**src/gmt_pkg.sv**
```systemverilog
// Shared types and codes of the group membership table.
`default_nettype none

package gmt_pkg;

  typedef enum logic [2:0] {
    OP_ADD    = 3'd0,
    OP_FIND   = 3'd1,
    OP_SET    = 3'd2,
    OP_REMOVE = 3'd3,
    OP_CLEAR  = 3'd4,
    OP_READ   = 3'd5
  } op_t;

  typedef enum logic [1:0] {
    ST_OK       = 2'd0,
    ST_RANGE    = 2'd1,
    ST_FULL     = 2'd2,
    ST_NOTFOUND = 2'd3
  } status_t;

  typedef logic [5:0]  eidx_t;
  typedef logic [6:0]  gidx_t;
  typedef logic [5:0]  grp_t;
  typedef logic [31:0] okey_t;
  typedef logic [6:0]  cnt_t;

  typedef struct packed {
    cnt_t    group_total;
    cnt_t    entry_total;
    cnt_t    group_size;
    grp_t    group_out;
    okey_t   key_out;
    eidx_t   index_out;
    status_t status;
  } res_t;

  localparam int OUT_W = 72;

endpackage

`default_nettype wire

```
**src/gmt_ram.sv**
```systemverilog
// Simple dual-port synchronous RAM with registered read data.
`default_nettype none

module gmt_ram #(
  parameter int WIDTH = 8,
  parameter int DEPTH = 64,
  localparam int AW   = (DEPTH > 1) ? $clog2(DEPTH) : 1
) (
  input  wire logic                    clk,
  input  wire logic                    we,
  input  wire logic [AW-1:0]           waddr,
  input  wire logic [WIDTH-1:0]        wdata,
  input  wire logic [AW-1:0]           raddr,
  output logic [WIDTH-1:0]             rdata
);

  logic [WIDTH-1:0] mem_r [DEPTH];
  logic [WIDTH-1:0] rdata_r;

  always_ff @(posedge clk) begin
    if (we) begin
      mem_r[waddr] <= wdata;
    end
    rdata_r <= mem_r[raddr];
  end

  assign rdata = rdata_r;

endmodule

`default_nettype wire

```
**src/gmt_seq.sv**
```systemverilog
// Operation sequencer: read-modify-write of the entry and count RAMs.
`default_nettype none

module gmt_seq #(
  parameter int MAX_ENTRIES = 64,
  parameter int KEY_BITS    = 32,
  localparam int AW         = (MAX_ENTRIES > 1) ? $clog2(MAX_ENTRIES) : 1,
  localparam int CW         = $clog2(MAX_ENTRIES + 1),
  localparam int EW         = KEY_BITS + AW
) (
  input  wire logic                  clk,
  input  wire logic                  rst_n,
  input  wire logic                  start,
  input  wire gmt_pkg::op_t          op_i,
  input  wire logic [KEY_BITS-1:0]   key_i,
  input  wire gmt_pkg::eidx_t        entry_i,
  input  wire gmt_pkg::gidx_t        group_i,
  output logic                       idle,
  output logic                       res_valid,
  input  wire logic                  res_ready,
  output gmt_pkg::res_t              res,
  output logic                       ent_we,
  output logic [AW-1:0]              ent_waddr,
  output logic [EW-1:0]              ent_wdata,
  output logic [AW-1:0]              ent_raddr,
  input  wire logic [EW-1:0]         ent_rd,
  output logic                       cnt_we,
  output logic [AW-1:0]              cnt_waddr,
  output logic [CW-1:0]              cnt_wdata,
  output logic [AW-1:0]              cnt_raddr,
  input  wire logic [CW-1:0]         cnt_rd
);

  localparam int XW = (CW > 7) ? CW : 7;
  localparam logic [CW-1:0] FULL_CNT = CW'(MAX_ENTRIES);
  localparam logic [CW-1:0] ONE_CNT  = CW'(1);

  typedef enum logic [15:0] {
    S_IDLE  = 16'h0001,
    S_EXEC  = 16'h0002,
    S_FIND  = 16'h0004,
    S_RD_G  = 16'h0008,
    S_RD_C  = 16'h0010,
    S_SG_OL = 16'h0020,
    S_SG_CO = 16'h0040,
    S_SG_CG = 16'h0080,
    S_RM_L  = 16'h0100,
    S_RM_W  = 16'h0200,
    S_DROP  = 16'h0400,
    S_MOVE  = 16'h0800,
    S_RELAB = 16'h1000,
    S_DONE  = 16'h2000
  } state_t;

  state_t                state_r, state_nxt;
  logic [CW-1:0]         efill_r, efill_nxt;
  logic [CW-1:0]         gfill_r, gfill_nxt;
  logic                  pend_r, pend_nxt;
  logic [CW-1:0]         n_r, n_nxt;
  logic [AW-1:0]         pidx_r, pidx_nxt;
  gmt_pkg::op_t          op_r, op_nxt;
  logic [KEY_BITS-1:0]   key_r, key_nxt;
  gmt_pkg::eidx_t        e_r, e_nxt;
  gmt_pkg::gidx_t        g_r, g_nxt;
  logic [AW-1:0]         old_r, old_nxt;
  logic [CW-1:0]         cold_r, cold_nxt;
  gmt_pkg::status_t      st_r, st_nxt;
  logic [AW-1:0]         idx_r, idx_nxt;
  logic [KEY_BITS-1:0]   kout_r, kout_nxt;
  logic [AW-1:0]         gout_r, gout_nxt;
  logic [CW-1:0]         gsz_r, gsz_nxt;

  logic [AW-1:0]         e_a, g_a;
  logic [XW-1:0]         e_x, g_x, efill_x, gfill_x;
  logic [CW-1:0]         last_g;
  logic [KEY_BITS-1:0]   key_rd, key_w;
  logic [AW-1:0]         grp_rd, grp_w;

  assign e_a       = AW'(e_r);
  assign g_a       = AW'(g_r);
  assign e_x       = XW'(e_r);
  assign g_x       = XW'(g_r);
  assign efill_x   = XW'(efill_r);
  assign gfill_x   = XW'(gfill_r);
  assign last_g    = gfill_r - ONE_CNT;
  assign key_rd    = ent_rd[KEY_BITS-1:0];
  assign grp_rd    = ent_rd[KEY_BITS +: AW];
  assign ent_wdata = {grp_w, key_w};

  always_comb begin
    state_nxt = state_r;
    efill_nxt = efill_r;
    gfill_nxt = gfill_r;
    pend_nxt  = pend_r;
    n_nxt     = n_r;
    pidx_nxt  = pidx_r;
    op_nxt    = op_r;
    key_nxt   = key_r;
    e_nxt     = e_r;
    g_nxt     = g_r;
    old_nxt   = old_r;
    cold_nxt  = cold_r;
    st_nxt    = st_r;
    idx_nxt   = idx_r;
    kout_nxt  = kout_r;
    gout_nxt  = gout_r;
    gsz_nxt   = gsz_r;
    idle      = 1'b0;
    res_valid = 1'b0;
    ent_we    = 1'b0;
    ent_waddr = e_a;
    key_w     = key_rd;
    grp_w     = g_a;
    ent_raddr = e_a;
    cnt_we    = 1'b0;
    cnt_waddr = old_r;
    cnt_wdata = ONE_CNT;
    cnt_raddr = grp_rd;
    case (state_r)
      S_IDLE: begin
        idle = 1'b1;
        if (start) begin
          op_nxt    = op_i;
          key_nxt   = key_i;
          e_nxt     = entry_i;
          g_nxt     = group_i;
          st_nxt    = gmt_pkg::ST_OK;
          idx_nxt   = '0;
          kout_nxt  = '0;
          gout_nxt  = '0;
          gsz_nxt   = '0;
          state_nxt = S_EXEC;
        end
      end
      S_EXEC: begin
        state_nxt = S_DONE;
        case (op_r)
          gmt_pkg::OP_ADD: begin
            if (efill_r >= FULL_CNT || gfill_r >= FULL_CNT) begin
              st_nxt = gmt_pkg::ST_FULL;
            end else begin
              ent_we    = 1'b1;
              ent_waddr = efill_r[AW-1:0];
              key_w     = key_r;
              grp_w     = gfill_r[AW-1:0];
              cnt_we    = 1'b1;
              cnt_waddr = gfill_r[AW-1:0];
              cnt_wdata = ONE_CNT;
              idx_nxt   = efill_r[AW-1:0];
              efill_nxt = efill_r + ONE_CNT;
              gfill_nxt = gfill_r + ONE_CNT;
            end
          end
          gmt_pkg::OP_FIND: begin
            n_nxt     = '0;
            pend_nxt  = 1'b0;
            state_nxt = S_FIND;
          end
          gmt_pkg::OP_SET: begin
            if (e_x >= efill_x || g_x > gfill_x) begin
              st_nxt = gmt_pkg::ST_RANGE;
            end else begin
              state_nxt = S_SG_OL;
            end
          end
          gmt_pkg::OP_REMOVE: begin
            if (e_x >= efill_x) begin
              st_nxt = gmt_pkg::ST_RANGE;
            end else begin
              efill_nxt = efill_r - ONE_CNT;
              state_nxt = S_RM_L;
            end
          end
          gmt_pkg::OP_CLEAR: begin
            efill_nxt = '0;
            gfill_nxt = '0;
          end
          gmt_pkg::OP_READ: begin
            if (e_x >= efill_x) begin
              st_nxt = gmt_pkg::ST_RANGE;
            end else begin
              state_nxt = S_RD_G;
            end
          end
          default: begin
            state_nxt = S_DONE;
          end
        endcase
      end
      S_FIND: begin
        if (pend_r && key_rd == key_r) begin
          idx_nxt   = pidx_r;
          pend_nxt  = 1'b0;
          state_nxt = S_DONE;
        end else if (n_r < efill_r) begin
          ent_raddr = n_r[AW-1:0];
          pend_nxt  = 1'b1;
          pidx_nxt  = n_r[AW-1:0];
          n_nxt     = n_r + ONE_CNT;
        end else begin
          st_nxt    = gmt_pkg::ST_NOTFOUND;
          pend_nxt  = 1'b0;
          state_nxt = S_DONE;
        end
      end
      S_RD_G: begin
        kout_nxt  = key_rd;
        gout_nxt  = grp_rd;
        cnt_raddr = grp_rd;
        state_nxt = S_RD_C;
      end
      S_RD_C: begin
        gsz_nxt   = cnt_rd;
        state_nxt = S_DONE;
      end
      S_SG_OL: begin
        old_nxt = grp_rd;
        if (g_x == XW'(grp_rd)) begin
          state_nxt = S_DONE;
        end else begin
          cnt_raddr = grp_rd;
          state_nxt = S_SG_CO;
        end
      end
      S_SG_CO: begin
        cold_nxt = cnt_rd;
        if (g_x == gfill_x) begin
          if (cnt_rd <= ONE_CNT || gfill_r >= FULL_CNT) begin
            state_nxt = S_DONE;
          end else begin
            cnt_we    = 1'b1;
            cnt_waddr = gfill_r[AW-1:0];
            cnt_wdata = ONE_CNT;
            gfill_nxt = gfill_r + ONE_CNT;
            ent_we    = 1'b1;
            state_nxt = S_DROP;
          end
        end else begin
          cnt_raddr = g_a;
          ent_we    = 1'b1;
          state_nxt = S_SG_CG;
        end
      end
      S_SG_CG: begin
        cnt_we    = 1'b1;
        cnt_waddr = g_a;
        cnt_wdata = cnt_rd + ONE_CNT;
        state_nxt = S_DROP;
      end
      S_RM_L: begin
        old_nxt   = grp_rd;
        ent_raddr = efill_r[AW-1:0];
        cnt_raddr = grp_rd;
        state_nxt = S_RM_W;
      end
      S_RM_W: begin
        ent_we    = 1'b1;
        grp_w     = grp_rd;
        cold_nxt  = cnt_rd;
        state_nxt = S_DROP;
      end
      S_DROP: begin
        if (cold_r > ONE_CNT) begin
          cnt_we    = 1'b1;
          cnt_wdata = cold_r - ONE_CNT;
          state_nxt = S_DONE;
        end else begin
          gfill_nxt = last_g;
          cnt_raddr = last_g[AW-1:0];
          state_nxt = S_MOVE;
        end
      end
      S_MOVE: begin
        cnt_we    = 1'b1;
        cnt_wdata = cnt_rd;
        n_nxt     = '0;
        pend_nxt  = 1'b0;
        state_nxt = S_RELAB;
      end
      S_RELAB: begin
        if (pend_r && grp_rd == gfill_r[AW-1:0]) begin
          ent_we    = 1'b1;
          ent_waddr = pidx_r;
          grp_w     = old_r;
        end
        if (n_r < efill_r) begin
          ent_raddr = n_r[AW-1:0];
          pend_nxt  = 1'b1;
          pidx_nxt  = n_r[AW-1:0];
          n_nxt     = n_r + ONE_CNT;
        end else begin
          pend_nxt  = 1'b0;
          state_nxt = S_DONE;
        end
      end
      S_DONE: begin
        res_valid = 1'b1;
        if (res_ready) begin
          state_nxt = S_IDLE;
        end
      end
      default: begin
        state_nxt = S_IDLE;
      end
    endcase
  end

  always_ff @(posedge clk) begin
    if (!rst_n) begin
      state_r <= S_IDLE;
      efill_r <= '0;
      gfill_r <= '0;
      pend_r  <= 1'b0;
    end else begin
      state_r <= state_nxt;
      efill_r <= efill_nxt;
      gfill_r <= gfill_nxt;
      pend_r  <= pend_nxt;
    end
  end

  always_ff @(posedge clk) begin
    n_r    <= n_nxt;
    pidx_r <= pidx_nxt;
    op_r   <= op_nxt;
    key_r  <= key_nxt;
    e_r    <= e_nxt;
    g_r    <= g_nxt;
    old_r  <= old_nxt;
    cold_r <= cold_nxt;
    st_r   <= st_nxt;
    idx_r  <= idx_nxt;
    kout_r <= kout_nxt;
    gout_r <= gout_nxt;
    gsz_r  <= gsz_nxt;
  end

  assign res.status      = st_r;
  assign res.index_out   = gmt_pkg::eidx_t'(idx_r);
  assign res.key_out     = gmt_pkg::okey_t'(kout_r);
  assign res.group_out   = gmt_pkg::grp_t'(gout_r);
  assign res.group_size  = gmt_pkg::cnt_t'(gsz_r);
  assign res.entry_total = gmt_pkg::cnt_t'(efill_r);
  assign res.group_total = gmt_pkg::cnt_t'(gfill_r);

  a_groups_le_entries: assert property (@(posedge clk) disable iff (!rst_n)
    (state_r == S_IDLE) |-> (gfill_r <= efill_r))
    else $error("more groups than entries");

  a_entries_bounded: assert property (@(posedge clk) disable iff (!rst_n)
    efill_r <= FULL_CNT)
    else $error("entry count beyond capacity");

  a_scan_bounded: assert property (@(posedge clk) disable iff (!rst_n)
    (state_r == S_FIND || state_r == S_RELAB) |-> (n_r <= efill_r))
    else $error("scan ran past the entry count");

  a_add_grows: assert property (@(posedge clk) disable iff (!rst_n)
    (state_r == S_EXEC && op_r == gmt_pkg::OP_ADD && efill_r < FULL_CNT
     && gfill_r < FULL_CNT)
    |=> (efill_r == $past(efill_r) + ONE_CNT && gfill_r == $past(gfill_r) + ONE_CNT))
    else $error("add did not grow both tables");

  a_clear_empties: assert property (@(posedge clk) disable iff (!rst_n)
    (state_r == S_EXEC && op_r == gmt_pkg::OP_CLEAR)
    |=> (efill_r == '0 && gfill_r == '0))
    else $error("clear left entries behind");

endmodule

`default_nettype wire

```
**src/group_membership_table_unit.sv**
```systemverilog
// Group membership table: top level with RAMs, sequencer and result register.
//
// Input channel in_*: one beat carries one operation (add, find, set group,
// remove, clear, read entry). Result channel out_*: exactly one beat per
// input beat, in order, carrying status, indices, key, group data and the
// entry and group totals after the operation.
// Items are handled one at a time. Find, and a set group or remove that
// empties a group, scan the entry RAM; the other operations do not.
// The scans walk the entry RAM (key and group) through its single read port,
// one entry per cycle, with the read data arriving in the cycle after the address.
// in_tready is high while the sequencer is idle; the next beat is taken while
// a finished result still waits in the output register.
// Reset empties both tables at once; RAM contents stay undefined and are
// only read below the fill counts. When out_tready is low, the result is
// held in the output register and the sequencer waits with the next one.
`default_nettype none

module group_membership_table_unit #(
  parameter int MAX_ENTRIES = 64,
  parameter int KEY_BITS    = 32,
  localparam int IN_W       = ((16 + KEY_BITS + 7) / 8) * 8
) (
  input  wire logic                clk,
  input  wire logic                rst_n,
  input  wire logic                in_tvalid,
  output logic                     in_tready,
  // op[2:0], key[KEY_BITS-1:0], entry_index[5:0], group_index[6:0], zero pad
  input  wire logic [IN_W-1:0]     in_tdata,
  output logic                     out_tvalid,
  input  wire logic                out_tready,
  // status[1:0], index_out[5:0], key_out[31:0], group_out[5:0],
  // group_size[6:0], entry_total[6:0], group_total[6:0], zero pad
  output logic [gmt_pkg::OUT_W-1:0] out_tdata
);

  localparam int AW   = (MAX_ENTRIES > 1) ? $clog2(MAX_ENTRIES) : 1;
  localparam int CW   = $clog2(MAX_ENTRIES + 1);
  localparam int EW   = KEY_BITS + AW;
  localparam int RES_W = $bits(gmt_pkg::res_t);

  logic                    start;
  logic                    idle;
  logic                    res_valid;
  logic                    res_ready;
  gmt_pkg::res_t           res;
  gmt_pkg::op_t            in_op;
  logic [KEY_BITS-1:0]     in_key;
  gmt_pkg::eidx_t          in_entry;
  gmt_pkg::gidx_t          in_group;

  logic                    ent_we, cnt_we;
  logic [AW-1:0]           ent_waddr, ent_raddr;
  logic [EW-1:0]           ent_wdata, ent_rd;
  logic [AW-1:0]           cnt_waddr, cnt_raddr;
  logic [CW-1:0]           cnt_wdata, cnt_rd;

  logic                    out_tvalid_r, out_tvalid_nxt;
  logic [gmt_pkg::OUT_W-1:0] out_tdata_r;

  assign in_op    = gmt_pkg::op_t'(in_tdata[2:0]);
  assign in_key   = in_tdata[3 +: KEY_BITS];
  assign in_entry = in_tdata[3 + KEY_BITS +: 6];
  assign in_group = in_tdata[9 + KEY_BITS +: 7];

  assign in_tready = idle;
  assign start     = in_tvalid && idle;
  assign res_ready = !out_tvalid_r || out_tready;

  gmt_seq #(
    .MAX_ENTRIES (MAX_ENTRIES),
    .KEY_BITS    (KEY_BITS)
  ) u_seq (
    .clk       (clk),
    .rst_n     (rst_n),
    .start     (start),
    .op_i      (in_op),
    .key_i     (in_key),
    .entry_i   (in_entry),
    .group_i   (in_group),
    .idle      (idle),
    .res_valid (res_valid),
    .res_ready (res_ready),
    .res       (res),
    .ent_we    (ent_we),
    .ent_waddr (ent_waddr),
    .ent_wdata (ent_wdata),
    .ent_raddr (ent_raddr),
    .ent_rd    (ent_rd),
    .cnt_we    (cnt_we),
    .cnt_waddr (cnt_waddr),
    .cnt_wdata (cnt_wdata),
    .cnt_raddr (cnt_raddr),
    .cnt_rd    (cnt_rd)
  );

  gmt_ram #(
    .WIDTH (EW),
    .DEPTH (MAX_ENTRIES)
  ) u_ent_ram (
    .clk   (clk),
    .we    (ent_we),
    .waddr (ent_waddr),
    .wdata (ent_wdata),
    .raddr (ent_raddr),
    .rdata (ent_rd)
  );

  gmt_ram #(
    .WIDTH (CW),
    .DEPTH (MAX_ENTRIES)
  ) u_cnt_ram (
    .clk   (clk),
    .we    (cnt_we),
    .waddr (cnt_waddr),
    .wdata (cnt_wdata),
    .raddr (cnt_raddr),
    .rdata (cnt_rd)
  );

  always_comb begin
    out_tvalid_nxt = out_tvalid_r;
    if (res_valid && res_ready) begin
      out_tvalid_nxt = 1'b1;
    end else if (out_tready) begin
      out_tvalid_nxt = 1'b0;
    end
  end

  always_ff @(posedge clk) begin
    if (!rst_n) begin
      out_tvalid_r <= 1'b0;
    end else begin
      out_tvalid_r <= out_tvalid_nxt;
    end
  end

  always_ff @(posedge clk) begin
    if (res_valid && res_ready) begin
      out_tdata_r <= {{(gmt_pkg::OUT_W - RES_W){1'b0}}, res};
    end
  end

  assign out_tvalid = out_tvalid_r;
  assign out_tdata  = out_tdata_r;

endmodule

`default_nettype wire

```
**config.mk**
```make
export PLATFORM = sky130hd
export DESIGN_NAME = group_membership_table_unit
export DESIGN_NICKNAME = d
export VERILOG_FILES = /design/src/gmt_pkg.sv /design/src/gmt_ram.sv /design/src/gmt_seq.sv /design/src/group_membership_table_unit.sv
export SDC_FILE = /design/constraint.sdc
export NUM_CORES = 2
export LEC_CHECK = 0
export ABC_AREA = 1
export BUFFER_PORTS_ARGS = -buffer_cell sky130_fd_sc_hd__buf_4
export CAP_MARGIN = 10
export CORE_ASPECT_RATIO = 1.2
export CORE_MARGIN = 2
export CORE_UTILIZATION = 40
export DETAILED_ROUTE_END_ITERATION = 12
export GPL_ROUTABILITY_DRIVEN = 0
export PLACE_DENSITY_LB_ADDON = 0.12
export SETUP_SLACK_MARGIN = 0.05
export SLEW_MARGIN = 30
export SYNTH_ARGS = -nofsm -noshare
export SYNTH_HDL_FRONTEND = slang
export SYNTH_SLANG_ARGS = --single-unit
```
**constraint.sdc**
```tcl
create_clock -name clk -period 8.67 [get_ports clk]
set_clock_uncertainty 0.1 [all_clocks]
set_input_delay 0.4335 -clock clk [delete_from_list [all_inputs] [get_ports clk]]
set_output_delay 0.4335 -clock clk [all_outputs]
set_load 0.1 [all_outputs]
```
==> metrics.txt <==
Die X 525 µm; Worst Path Class, Setup reg -> reg; area of the multi-input gates 32700 µm²; PortBufs 120; fraction of layout cells with a size suffix above 1 9.49%; Final setup viols 0; Post-synth top flop edfxtp_1; I/O pin cnt 126; share of the synthesized area in the top cell type 70.8%; final worst slack 2.52 ns; DR pass1 iterations 8; gr usage total 24.1%; Power Density 218 nW/µm²; required time of the critical path 9.08 ns; final core utilization 45.3%; Area contributors post-synth edfxtp_1, nand3_1, nand2_1, buf_2, o211ai_1; unrepaired setup endpoints after global routing no; cell count after synthesis 10800; Synth async-reset ratio 0%; number of synthesized flops with an enable pin 3074; critical path capture point type register; max_cap viols 0; Vias/cell 5.77; drt initial violations 9799; clock network fraction of total power 43.5%; crit share post-route 70.9%; cell area after layout 147000 µm²; clk buf depth 4; CTS tree built; Antenna Violating Nets Remaining 0; Post-synth top cells nand3_1, edfxtp_1, nand2_1; crit path cell chain nor2_1 -> nand2_1 -> inv_2 -> nand2_2 -> nor2_4 -> nand2_1 -> nor2_4 -> buf_4 -> clkinv_1 -> o22ai_1 -> a21oi_1 -> nor2_1 -> nand2_1 -> nor2_4 -> buf_4; initial antenna violation count 14; clock transition at the registers of the reported paths 0.06 ns; Mapped Area 130000 µm²; Synth Register Bits 3151; Syn. warnings 0; worst setup path startpoint u_seq.state_r[8]; vias in the first global route 84800; Comb power frac 4.2%; Place WS 2.68 ns; area leader, netlist edfxtp_1; Switch Pwr 6.98 mW; Max VDD drop 153 µV; worst-path maximum fanout 32; Final min period 6.15 ns; DIE AREA 330000 µm²; cell count after placement 14600; # clock sinks 3151; worst min path class in -> reg; Max Freq 163 MHz; first-pass GRT wire length 597000 µm; Flop pwr share 52.4%; fin cells 15200; Rel. slew slack 26.2%; root buffer cell clkbuf_16; fillcell total 29200; status complete, no violations; CP arrival 6.57 ns; # H-tree levels 5; Core Rows 229; count leader, synth nand3_1; Final Max Tran Viols 0; post-synth cell types 57; CTS buffer count 326; dpl cell area 136000 µm²; Switching Share 21.8%; Residual DRC 0; via count 88000; worst r2r src u_seq.state_r[8]; Worst Max-Slew Pin Slew 1.11 ns; setup TNS 0 ns; final wirelength 409000 µm; largest net degree at the start of global routing 176; Overflow after GRT 0; Final Hold Fails 0; Final #Nets 10800; Avg Synthesized Cell Area 12.1 µm²; crit start category register; initial core utilization 40.2%; Max stage delay on crit path 0.96 ns; r2r setup slk 2.52 ns; hold_sp in_tdata[35]; dpl hpwl 224000 µm; CP max stage cell nor2_4; Leak 51.8 nW; FF+latch area 93900 µm²; core box area 324000 µm²; Routed WL per cell 26.8 µm; Worst-Skew Late Latency 0.89 ns; post-synthesis sequential area ratio 72.0%; P_int 25.0 mW; area growth from synthesis to final layout 12.7%; Die Y-Extent 629 µm
worst paths after layout:
| check | endpoint | cells after the start |
|---|---|---|
| max | u_ent_ram.mem_r[59][14] | 15 |
| min | u_seq.e_a[0] | 2 |
| max reg2reg | u_ent_ram.mem_r[59][14] | 15 |
| min reg2reg | out_tdata[9] | 0 |
cells by family (layout without fill, tap and decap cells):
kind of cell,count (synthesis),count (layout),share of synthesized area (%)
xor gates and xnor gates,19,19,0.128
adders and majority gates,32,32,0.313
AOI/OAI and AO/OA,577,577,2.83
other,1,13,0.00288
DFF,3151,3151,72.0
buffers and inverters,1059,1242,3.78
and+or+nand+nor,5930,5930,20.9
layout by cell type, fill, tap and decap left out, drive strengths merged, types with 120 or more instances in the layout:
cell / count
nand3: 3598
edfxtp: 3074
nand2: 1785
clkbuf: 419
nor2: 407
buf: 333
inv: 284
o211ai: 228
o21ai: 224
clkinv: 120
sequential cells by signal, indices dropped and copies added (netlist names):
signal	flops
u_ent_ram.rdata	38
u_seq.kout_r	32
u_seq.pend_r	1
u_ent_ram.mem_r	2432
u_seq.old_r	6
u_seq.n_r	7
u_seq.cold_r	7
u_seq.op_r	3
u_seq.gout_r	6
u_seq.g_r	7
u_seq.e_a	6
u_seq.idx_r	6
u_seq.st_r	2
u_seq.efill_r	7
out_tvalid	1
out_tdata	67
u_seq.state_r	16
u_seq.key_r	32
u_seq.gfill_r	7
u_cnt_ram.rdata	7
u_cnt_ram.mem_r	448
u_seq.gsz_r	7
u_seq.pidx_r	6
what timing repair did:
item | in CTS | in global routing
resized for setup | 0 | 0
hold buffers | 52 | 0
buffers inserted | 0 | 0
hold endpoints to repair | 62 | 0
critical path: cells and delay by family (launching register included):
family	cells	cell delay, ns
DFF	1	0.34
and+or+nand+nor	9	3.20
buffers and inverters	4	1.64
AOI/OAI and AO/OA	2	0.45
per-layer routing:
layer | vias to the layer above | track usage [%] | wire length [µm]
met4 | 6 | 6.18 | 10300
met5 | - | 0 | 37
li1 | 39300 | - | -
met2 | 3565 | 39.4 | 196000
met3 | 597 | 3.23 | 28300
met1 | 44500 | 33.7 | 174000
metrics by stage:
stage | hold slack (ns) | power, mW
floorplan | 0.300 | 17.8
global placement | 0.307 | 18.4
detailed placement | 0.305 | 18.4
CTS | 0.118 | 32.2
global route | 0.160 | 32.9
finish | 0.169 | 32.0
power groups by stage:
| stage | clock, mW | combinational, mW | sequential, mW |
|---|---|---|---|
| 2_1_floorplan | 0 | 0.759 | 17.1 |
| 3_3_place_gp | 0 | 1.29 | 17.1 |
| 3_5_place_dp | 0 | 1.30 | 17.1 |
| 4_1_cts | 14.1 | 1.33 | 16.8 |
| 5_1_grt | 14.7 | 1.44 | 16.8 |
| 6_report | 13.9 | 1.33 | 16.8 |
final cells by class:
class	count	area share, %
diodes	6	0.0102
multi-input cells	6565	22.3
well taps	4273	3.64
repair buffers	385	2.40
clock buffers	419	6.05
inverters	283	0.745
clock inverters	155	1.00
flip-flops and latches	3151	63.9
No activity file was read; power rests on OpenSTA's default activity.
